File: config.mk
export PLATFORM = sky130hd
export DESIGN_NAME = top_k_count_tracker
export DESIGN_NICKNAME = d
export VERILOG_FILES = /design/src/tkct_pkg.sv /design/src/top_k_count_tracker.sv
export SDC_FILE = /design/constraint.sdc
export NUM_CORES = 2
export LEC_CHECK = 0
export ABC_CLOCK_PERIOD_IN_PS = 17950
export BUFFER_PORTS_ARGS = -buffer_cell sky130_fd_sc_hd__clkbuf_2
export CAP_MARGIN = 20
export CORE_UTILIZATION = 60
export DETAILED_ROUTE_END_ITERATION = 16
export GPL_ROUTABILITY_DRIVEN = 0
export PLACE_DENSITY = 0.87
export SKIP_CTS_REPAIR_TIMING = 1
export SLEW_MARGIN = 0
export SYNTH_ARGS = -nofsm -noshare
export SYNTH_HDL_FRONTEND = slang
export SYNTH_SLANG_ARGS = --single-unit
File: constraint.sdc
create_clock -name clk -period 17.95 [get_ports clk]
set_input_delay 1.795 -clock clk [delete_from_list [all_inputs] [get_ports clk]]
set_output_delay 1.795 -clock clk [all_outputs]
set_load 0.01 [all_outputs]
File: src/tkct_pkg.sv
`timescale 1ns / 1ps
// Shared constants and types for the top-K count tracker.
// No dependencies; imported by top_k_count_tracker.
package tkct_pkg;

	localparam int ENTRIES = 16;
	localparam int IDX_W   = $clog2(ENTRIES);
	localparam int FILL_W  = $clog2(ENTRIES + 1);
	localparam int KEEP_W  = 5;
	localparam int KEY_W   = 32;
	localparam int CNT_W   = 64;
	localparam int DATA_W  = KEY_W + CNT_W;

	localparam logic [KEEP_W-1:0] KEEP_RESET = KEEP_W'(10);

	localparam logic KIND_INSERT = 1'b0;
	localparam logic KIND_DRAIN  = 1'b1;

	typedef logic [KEY_W-1:0]  tkct_key_t;
	typedef logic [CNT_W-1:0]  tkct_cnt_t;
	typedef logic [IDX_W-1:0]  tkct_idx_t;
	typedef logic [FILL_W-1:0] tkct_fill_t;

endpackage

File: src/top_k_count_tracker.sv
`timescale 1ns / 1ps
// Top level of the top-K count tracker: slot table, shared compare unit and sequencer.
// Depends on tkct_pkg.
//
// Usage: beats on the s_ stream carry either an insert (s_tuser = 0, key and count in
// s_tdata) or a drain request (s_tuser = 1, s_tdata ignored). Inserts give no output.
// A drain sends every kept pair on the m_ stream in descending count order, lowest slot
// first on ties, with m_tlast on the final beat; m_tuser is the found flag. A drain of
// an empty table sends one beat with found = 0 and m_tlast = 1. cfg_we with cfg_wdata
// sets keep_count, which may only change while the block is idle.
// Operation: one shared 64-bit comparator reads one slot per cycle. An insert into a
// table below its limit is written straight into the next free slot; an insert into
// a full table scans for the minimum, then does the conditional write. A drain scans
// the table once per output beat and waits while the receiver stalls. s_tready is
// high only while the sequencer is idle.
// Reset clears the fill count, the output valid and sets keep_count to 10; slot contents
// are not cleared. When m_tready is low the output register holds its beat and the
// drain sequence waits for it to be taken.
module top_k_count_tracker (
	input  logic                     clk,
	input  logic                     arst_n,
	input  logic                     s_tvalid,
	output logic                     s_tready,
	input  logic [tkct_pkg::DATA_W-1:0] s_tdata,  // key [31:0], count [95:32]
	input  logic                     s_tuser,     // kind
	output logic                     m_tvalid,
	input  logic                     m_tready,
	output logic [tkct_pkg::DATA_W-1:0] m_tdata,  // out_key [31:0], out_count [95:32]
	output logic                     m_tuser,     // found
	output logic                     m_tlast,     // last
	input  logic                     cfg_we,
	input  logic [tkct_pkg::KEEP_W-1:0] cfg_wdata // keep_count
);
	import tkct_pkg::*;

	localparam logic [2:0] ST_IDLE     = 3'd0;
	localparam logic [2:0] ST_INS_SCAN = 3'd1;
	localparam logic [2:0] ST_INS_WR   = 3'd2;
	localparam logic [2:0] ST_DRN_SCAN = 3'd3;
	localparam logic [2:0] ST_DRN_EMIT = 3'd4;

	tkct_key_t key_store_q [ENTRIES];
	tkct_cnt_t cnt_store_q [ENTRIES];

	logic [2:0]        state_q;
	logic [KEEP_W-1:0] keep_q;
	tkct_fill_t        fill_q;
	tkct_fill_t        sent_q;
	tkct_idx_t         idx_q;
	tkct_idx_t         best_idx_q;
	logic              have_q;
	logic [ENTRIES-1:0] done_q;
	tkct_cnt_t         best_cnt_q;
	tkct_key_t         best_key_q;
	tkct_key_t         in_key_q;
	tkct_cnt_t         in_cnt_q;

	logic              out_valid_q;
	tkct_key_t         out_key_q;
	tkct_cnt_t         out_cnt_q;
	logic              out_found_q;
	logic              out_last_q;

	tkct_fill_t limit;
	tkct_key_t  rd_key;
	tkct_cnt_t  rd_cnt;
	tkct_cnt_t  cmp_a;
	tkct_cnt_t  cmp_b;
	logic       cmp_lt;
	logic       scan_end;
	logic       in_fire;
	logic       out_free;
	logic       take_min;
	logic       take_max;
	logic       emit;
	logic       emit_last;
	logic       wr_en;
	tkct_idx_t  wr_idx;
	tkct_key_t  wr_key;
	tkct_cnt_t  wr_cnt;

	always_comb begin
		if (keep_q == '0) begin
			limit = FILL_W'(1);
		end else if (FILL_W'(keep_q) > FILL_W'(ENTRIES)) begin
			limit = FILL_W'(ENTRIES);
		end else begin
			limit = FILL_W'(keep_q);
		end
	end

	// The single comparator is steered by the sequencer state.
	always_comb begin
		case (state_q)
			ST_DRN_SCAN: begin
				cmp_a = best_cnt_q;
				cmp_b = rd_cnt;
			end
			ST_INS_WR: begin
				cmp_a = best_cnt_q;
				cmp_b = in_cnt_q;
			end
			default: begin
				cmp_a = rd_cnt;
				cmp_b = best_cnt_q;
			end
		endcase
	end

	assign cmp_lt    = (cmp_a < cmp_b);
	assign rd_key    = key_store_q[idx_q];
	assign rd_cnt    = cnt_store_q[idx_q];
	assign scan_end  = (FILL_W'(idx_q) == FILL_W'(fill_q - FILL_W'(1)));
	assign s_tready  = (state_q == ST_IDLE);
	assign in_fire   = s_tvalid && s_tready;
	assign out_free  = !out_valid_q || m_tready;
	assign take_min  = !have_q || cmp_lt;
	assign take_max  = !done_q[idx_q] && (!have_q || cmp_lt);
	assign emit      = (state_q == ST_DRN_EMIT) && out_free;
	assign emit_last = (fill_q == '0) || (FILL_W'(sent_q + FILL_W'(1)) == fill_q);

	always_comb begin
		wr_en  = 1'b0;
		wr_idx = fill_q[IDX_W-1:0];
		wr_key = s_tdata[KEY_W-1:0];
		wr_cnt = s_tdata[DATA_W-1:KEY_W];
		case (state_q)
			ST_IDLE: begin
				wr_en = in_fire && (s_tuser == KIND_INSERT) && (fill_q < limit);
			end
			ST_INS_WR: begin
				wr_en  = cmp_lt;
				wr_idx = best_idx_q;
				wr_key = in_key_q;
				wr_cnt = in_cnt_q;
			end
			default: begin
				wr_en = 1'b0;
			end
		endcase
	end

	always_ff @(posedge clk or negedge arst_n) begin
		if (!arst_n) begin
			state_q     <= ST_IDLE;
			keep_q      <= KEEP_RESET;
			fill_q      <= '0;
			sent_q      <= '0;
			idx_q       <= '0;
			have_q      <= 1'b0;
			done_q      <= '0;
			out_valid_q <= 1'b0;
		end else begin
			if (cfg_we) begin
				keep_q <= cfg_wdata;
			end
			if (out_valid_q && m_tready) begin
				out_valid_q <= 1'b0;
			end
			if (emit) begin
				out_valid_q <= 1'b1;
			end
			case (state_q)
				ST_IDLE: begin
					idx_q  <= '0;
					have_q <= 1'b0;
					sent_q <= '0;
					done_q <= '0;
					if (in_fire) begin
						if (s_tuser == KIND_DRAIN) begin
							state_q <= (fill_q == '0) ? ST_DRN_EMIT : ST_DRN_SCAN;
						end else if (fill_q < limit) begin
							fill_q <= FILL_W'(fill_q + FILL_W'(1));
						end else begin
							state_q <= ST_INS_SCAN;
						end
					end
				end
				ST_INS_SCAN: begin
					have_q <= 1'b1;
					idx_q  <= IDX_W'(idx_q + IDX_W'(1));
					if (scan_end) begin
						state_q <= ST_INS_WR;
					end
				end
				ST_INS_WR: begin
					state_q <= ST_IDLE;
				end
				ST_DRN_SCAN: begin
					if (take_max) begin
						have_q <= 1'b1;
					end
					idx_q <= IDX_W'(idx_q + IDX_W'(1));
					if (scan_end) begin
						state_q <= ST_DRN_EMIT;
					end
				end
				ST_DRN_EMIT: begin
					if (out_free) begin
						idx_q  <= '0;
						have_q <= 1'b0;
						if (emit_last) begin
							fill_q  <= '0;
							state_q <= ST_IDLE;
						end else begin
							done_q[best_idx_q] <= 1'b1;
							sent_q  <= FILL_W'(sent_q + FILL_W'(1));
							state_q <= ST_DRN_SCAN;
						end
					end
				end
				default: begin
					state_q <= ST_IDLE;
				end
			endcase
		end
	end

	always_ff @(posedge clk) begin
		if (wr_en) begin
			key_store_q[wr_idx] <= wr_key;
			cnt_store_q[wr_idx] <= wr_cnt;
		end
		if (in_fire) begin
			in_key_q <= s_tdata[KEY_W-1:0];
			in_cnt_q <= s_tdata[DATA_W-1:KEY_W];
		end
		if (((state_q == ST_INS_SCAN) && take_min) ||
		    ((state_q == ST_DRN_SCAN) && take_max)) begin
			best_cnt_q <= rd_cnt;
			best_key_q <= rd_key;
			best_idx_q <= idx_q;
		end
		if (emit) begin
			out_found_q <= (fill_q != '0);
			out_last_q  <= emit_last;
			out_key_q   <= (fill_q == '0) ? '0 : best_key_q;
			out_cnt_q   <= (fill_q == '0) ? '0 : best_cnt_q;
		end
	end

	assign m_tvalid = out_valid_q;
	assign m_tdata  = {out_cnt_q, out_key_q};
	assign m_tuser  = out_found_q;
	assign m_tlast  = out_last_q;

endmodule
Word-level counts from Yosys, hierarchy flattened
Memory sizes are Yosys's and may differ from the RTL's. A register that Yosys moved wholly into a read port is not among the register bits.
Index checks and enable logic that the tools add are counted.

cells by class
  eq/ne operators = 16
  $mul = 0
  add/subtract/negate cells = 4
  mux-type cells = 42
  bitwise operators = 2
  shifts and indexed selects = 0
  reductions and logical operators = 31
  magnitude comparators = 6
  divide/modulo/power cells = 0

operators with widths
  cell                                                 count
  two-way mux 64 bit                                   2
  case mux 64 bit (2 select lines)                     1
  < comparator 64 bit                                  1
  two-way mux 5 bit                                    9
  two-way mux 16 bit                                   2
  two-way mux 32 bit                                   1
  case mux 16 bit (2 select lines)                     1
  two-way mux 3 bit                                    7
  case mux 5 bit (2 select lines)                      2
  bitwise OR 16 bit                                    1
  != test 2 bit, second input constant                 7
  case mux 3 bit (4 select lines)                      1
  case mux 4 bit (3 select lines)                      1
  adder 5 x 1 -> 5 bit, second input constant          2
  logical NOT 5 bit                                    2
  < comparator 4 x 5 -> 1 bit, second input constant   2
  logical AND 1 bit                                    9
  two-way mux 1 bit                                    8
  two-way mux 4 bit                                    2
  equality test 3 x 2 -> 1 bit, second input constant  2
  AND reduction 3 bit                                  2
  AND reduction 6 bit                                  1
  equality test 4 x 5 -> 1 bit                         1
  equality test 5 bit                                  1
  25 further kinds                                     33

word-level totals
  input bits = 107
  memory bits (read-only) = 0
  bits in latches = 0
  memories kept = 2
  register bits = 302
  output and inout bits = 100
  bits in writable memories = 1536

memory list
  memory       words  width  rd ports  clocked after Yosys merged registers in  write ports  RTL line                   source
  cnt_store_q  16     64     1         0                                        1            top_k_count_tracker.sv:43  tkct_cnt_t cnt_store_q [ENTRIES];
  key_store_q  16     32     1         1                                        1            top_k_count_tracker.sv:42  tkct_key_t key_store_q [ENTRIES];

Logic depth before layout (Yosys ltp)
  depth in word-level cells = 8
  gate-level depth with buffers = 16

Worst setup path before layout
OpenSTA, ideal clock, no wires.

  path kind = input to register
  start = in s_tvalid
  end = mem cnt_store_q[0][0] (netlist bit) (enable)
  setup slack = 7.635 ns
  arrival time = 9.733 ns
  required time = 17.368 ns
  path buffers = 1
  setup time = 0.582 ns
  cell stages on the path = 6
  path through = and2_1 -> o21ai_0 -> a31oi_1 -> clkbuf_1 -> o21ai_0 -> a21oi_1

between the ends
  cells in the longest elaborated chain, start to end = 6

ends and longest elaborated chain
  what                                     RTL line                    source
  start, declared                          top_k_count_tracker.sv:22   input logic s_tvalid,
  logical AND 1 bit                        top_k_count_tracker.sv:115  assign in_fire = s_tvalid && s_tready;
  logical AND 1 bit (2 in a row)           top_k_count_tracker.sv:129  wr_en = in_fire && (s_tuser == KIND_INSERT) && (fill_q < limit);
  case mux 1 bit (2 select lines)          top_k_count_tracker.sv:127  case (state_q)
  two-way mux 1 bit                        top_k_count_tracker.sv:220  if (wr_en) begin
  two-way mux 1 bit (not written as such)  top_k_count_tracker.sv:222  cnt_store_q[wr_idx] <= wr_cnt;
  end, declared                            top_k_count_tracker.sv:43

No other way between the ends.

Worst setup path in the final report
  start = reg idx_q[0]
  end = mem cnt_store_q[15][14] (netlist bit) (enable)

between the ends
  cells in the longest elaborated chain, start to end = 6
  elaborated cells on any way between the ends = 7
  classes of those cells = order compare: 1; mux: 5; memory: 1

ends and longest elaborated chain
  what                                                                           RTL line                    source
  start, declared                                                                top_k_count_tracker.sv:49   tkct_idx_t idx_q;
  start signal, assigned                                                         top_k_count_tracker.sv:181  idx_q <= IDX_W'(idx_q + IDX_W'(1));
  start signal, assigned                                                         top_k_count_tracker.sv:193  idx_q <= IDX_W'(idx_q + IDX_W'(1));
  memory (16 x 64 bit) (*)                                                       n/a
  via rd_cnt[62]                                                                 top_k_count_tracker.sv:66   tkct_cnt_t rd_cnt;
  case mux 64 bit (2 select lines) / two-way mux 64 bit (equally long branches)  top_k_count_tracker.sv:94   case (state_q)
  < comparator 64 bit (*)                                                        top_k_count_tracker.sv:110  assign cmp_lt = (cmp_a < cmp_b);
  case mux 1 bit (2 select lines) (*)                                            top_k_count_tracker.sv:127
  two-way mux 1 bit (*)                                                          top_k_count_tracker.sv:220
  two-way mux 1 bit (not written as such) (*)                                    top_k_count_tracker.sv:222

The timed path passes the listed nets; every way through them passes the cells marked *.

==> reports/qor.yml <==
clock_power_share_pct: 26.1
synth-edff-count: 1830
die_width_um: 354.7
layout.cells.non_filler: 5632
rows: 129
worst_skew_pair.late_latency_ns: 0.81
synth-main-ff-cell: "edfxtp_1"
yosys-top-cells-area: "edfxtp_1, mux4_2, mux4_1"
drt_pre_antenna_iters: 6
crit_path_max_fanout: 115
cts-root-buf: "clkbuf_16"
critical_path_endpoint_category: "register"
hpwlAfterDp_um: 103600
synth_sequential_area_ratio_pct: 74.96
rsz0062_at_grt: "no"
mappedNetlistArea_mm2: 0.07465
global_route.overflow_total: 0
irDropWorstVdd_uv: 205.9
setup_tns_ns: 0
asyncSetResetFlopFracSynth_pct: 2.139
power.share.switching_pct: 33.67
final-setup-viol-count: 0
combPwrFrac_pct: 32.5
cts_buffers: 179
switchingPower_w: 0.004799
clkTransAtPathRegs_ns: 0.06
synth_cell_types: 66
start_util_pct: 60.46
finalInstanceArea_mm2: 0.08316
vias_in_the_first_global_route: 40957
ratio_of_final_minimum_period_to_clock_period_pct: 55.16
post_route_cells_drive_above_1_share_pct: 25.88
first_iter_violations: 6745
postSynthRegisterBits: 1870
die_height_um: 354.7
grt_use_total_pct: 32.79
finClkSkew_ns: 0.03941
cts-htree-levels: 4
clock_sink_count: 1870
antenna_violating_nets_post_route: 0
synth_warnings: 0
max_slew_margin_pct: 20.02
synth_top_area_share_pct: 73.61
worst_hold_path_type: "register to register"
reg2reg_setup_slack_ns: 8.05
floorplan.core_area_mm2: 0.1235
clock_tree.buffer_depth: 3
area_growth_syn_to_layout_pct: 11.40
timing.final.max_slew_violations: 0
period_needed_ns: 9.901
r2r.worst_path.cells: 18
critical_path_arrival_ns: 10.33
finalNetCount: 4022
critical_path_required_ns: 18.38
grt_start_max_net_pins: 152
drcViolationCount: 0
p_per_area_mw_per_mm2: 171.4
mostFrequentLayoutCell: "edfxtp_1"
power_leakage_nw: 27.43
port_buffers: 206
most-common-layout-cells: "edfxtp_1, mux4_2, nand2_1"
worstSetupStartpoint: "idx_q[0]$_DFFE_PN0P_"
finalHoldViolCount: 0
start_kind: "register"
drt-vias-per-instance: 7.056
reg2reg_to: "cnt_store_q[15][14]$_DFFE_PP_"
die_area_mm2: 0.1258
sequential_share_of_power_pct: 41.4
detailroute.via_count: 39740
postSynthNetCount: 3754
io_pins: 207
cells_after_synth: 3576
postPlaceCellArea_mm2: 0.07747
route.detailed.wl_per_inst_um: 36.31
cell_accounting_for_the_most_synthesized_area: "edfxtp_1"
internal-power_w: 0.009456
worst_margin_slew_ns: 1.200
cap_viol_max_count: 0
placed_cells_incl_taps: 5298
setup.worst_path.class: "register to register"
route.final.wire_length_um: 204500
grt_pass1_wl_um: 290400
synth.avg_cell_area_um2: 20.88
maxClockFrequency_mhz: 101.0
antenna_found_initial: 9
crit-reg2reg-launch: "idx_q[0]$_DFFE_PN0P_"
run_status: "complete, no violations"
critical_path.endpoint: "cnt_store_q[15][14]$_DFFE_PP_"
holdPathStages: 2
hold_ws_ns: 0.5077
tritoncts: "yes"
## final cells by class
type | instances | area [um^2]
clock inverters | 102 | 863.3
flip-flops and latches | 1870 | 55970
fillers | 7053 | 40320
clock buffers | 227 | 4795
well taps | 1637 | 2048
repair buffers | 272 | 1574
inverters | 14 | 53.80
multi-input cells | 1507 | 17840
diodes | 3 | 7.507
## logic make-up after synthesis
family / count (synthesis) / synth area share, %
AO/OA/AOI/OAI: 199 / 1.587
buffers and inverters: 199 / 1.440
AND/OR/NAND/NOR: 600 / 3.637
flip-flops: 1870 / 74.96
XOR/XNOR: 18 / 0.2112
multiplexers: 619 / 16.98
adder cells (fa/ha/maj): 71 / 1.190
## through the flow
stage	utilization (%)	setup slack [ns]	total power, W
final	67.35	8.049	0.01425
after global routing	67.34	7.551	0.01460
after CTS	67.32	8.043	0.01415
after detailed placement	62.74	8.185	0.01027
after global placement	62.74	8.380	0.01005
after floorplan	-	7.635	0.008944
## worst max-delay path, stage by stage (launching register included)
cell	delay, ns
dfrtp_4	0.90
buf_12	0.76
buf_4	0.94
buf_4	0.81
mux4_1	0.69
mux4_2	0.54
mux2i_1	0.17
nor2_1	0.08
a21oi_1	0.19
ha_1	0.30
and4_1	0.20
nand4_1	0.30
nor2_1	0.15
o31a_1	0.17
nor4_4	0.39
o211ai_2	0.35
a21oi_4	0.93
buf_4	0.72
buf_4	0.71
## Yosys cell counts, drive strengths merged, types with 6 or more instances
cell type,number
edfxtp,1830
and4,7
nor3,15
nand4,11
nand3,13
a21oi,106
dfrtp,38
mux2,68
nand2b,8
o21ai,29
o211ai,7
a21o,6
clkbuf,100
nand2,323
ha,71
inv,14
xnor2,14
nor2b,8
mux2i,67
and2,102
buf,85
a31oi,19
mux4,484
nor2,99
## registers in the layout, indices dropped and copies added, names as in the netlist
| register | cells |
|---|---|
| cnt_store_q | 1024 |
| key_store_q | 512 |
| best_cnt_q | 64 |
| in_cnt_q | 64 |
| out_cnt_q | 64 |
| best_key_q | 32 |
| in_key_q | 32 |
| out_key_q | 32 |
| done_q | 16 |
| fill_q | 5 |
| keep_q | 5 |
| sent_q | 5 |
| best_idx_q | 4 |
| idx_q | 4 |
| state_q | 3 |
| have_q | 1 |
| m_tlast | 1 |
| m_tuser | 1 |
| m_tvalid | 1 |
## power by group through the flow
stage | logic [W] | registers, W | clock network, W
detailed placement | 0.00432 | 0.00596 | 0
finish | 0.00464 | 0.00591 | 0.00371
global route | 0.00480 | 0.00592 | 0.00388
CTS | 0.00453 | 0.00589 | 0.00373
global placement | 0.00412 | 0.00593 | 0
floorplan | 0.00307 | 0.00587 | 0
## how the worst min path moves through the flow
stage                           start                 endpoint  slack [ns]
2_1_floorplan    idx_q[3]$_DFFE_PN0P_  best_idx_q[3]$_DFFE_PP_        0.42
3_3_place_gp    done_q[9]$_DFFE_PN0P_    done_q[9]$_DFFE_PN0P_        0.47
3_5_place_dp    done_q[8]$_DFFE_PN0P_    done_q[8]$_DFFE_PN0P_        0.48
4_1_cts         done_q[4]$_DFFE_PN0P_    done_q[4]$_DFFE_PN0P_        0.50
5_1_grt        done_q[10]$_DFFE_PN0P_   done_q[10]$_DFFE_PN0P_        0.52
6_report        done_q[3]$_DFFE_PN0P_    done_q[3]$_DFFE_PN0P_        0.51
## routing by layer
layer	share of wire, %	track usage (%)
met4	6.4	17.98
met3	12	8.087
met5	0.019	0
met1	32	39.83
met2	50	54.39
(Power assumes the default switching activity.)
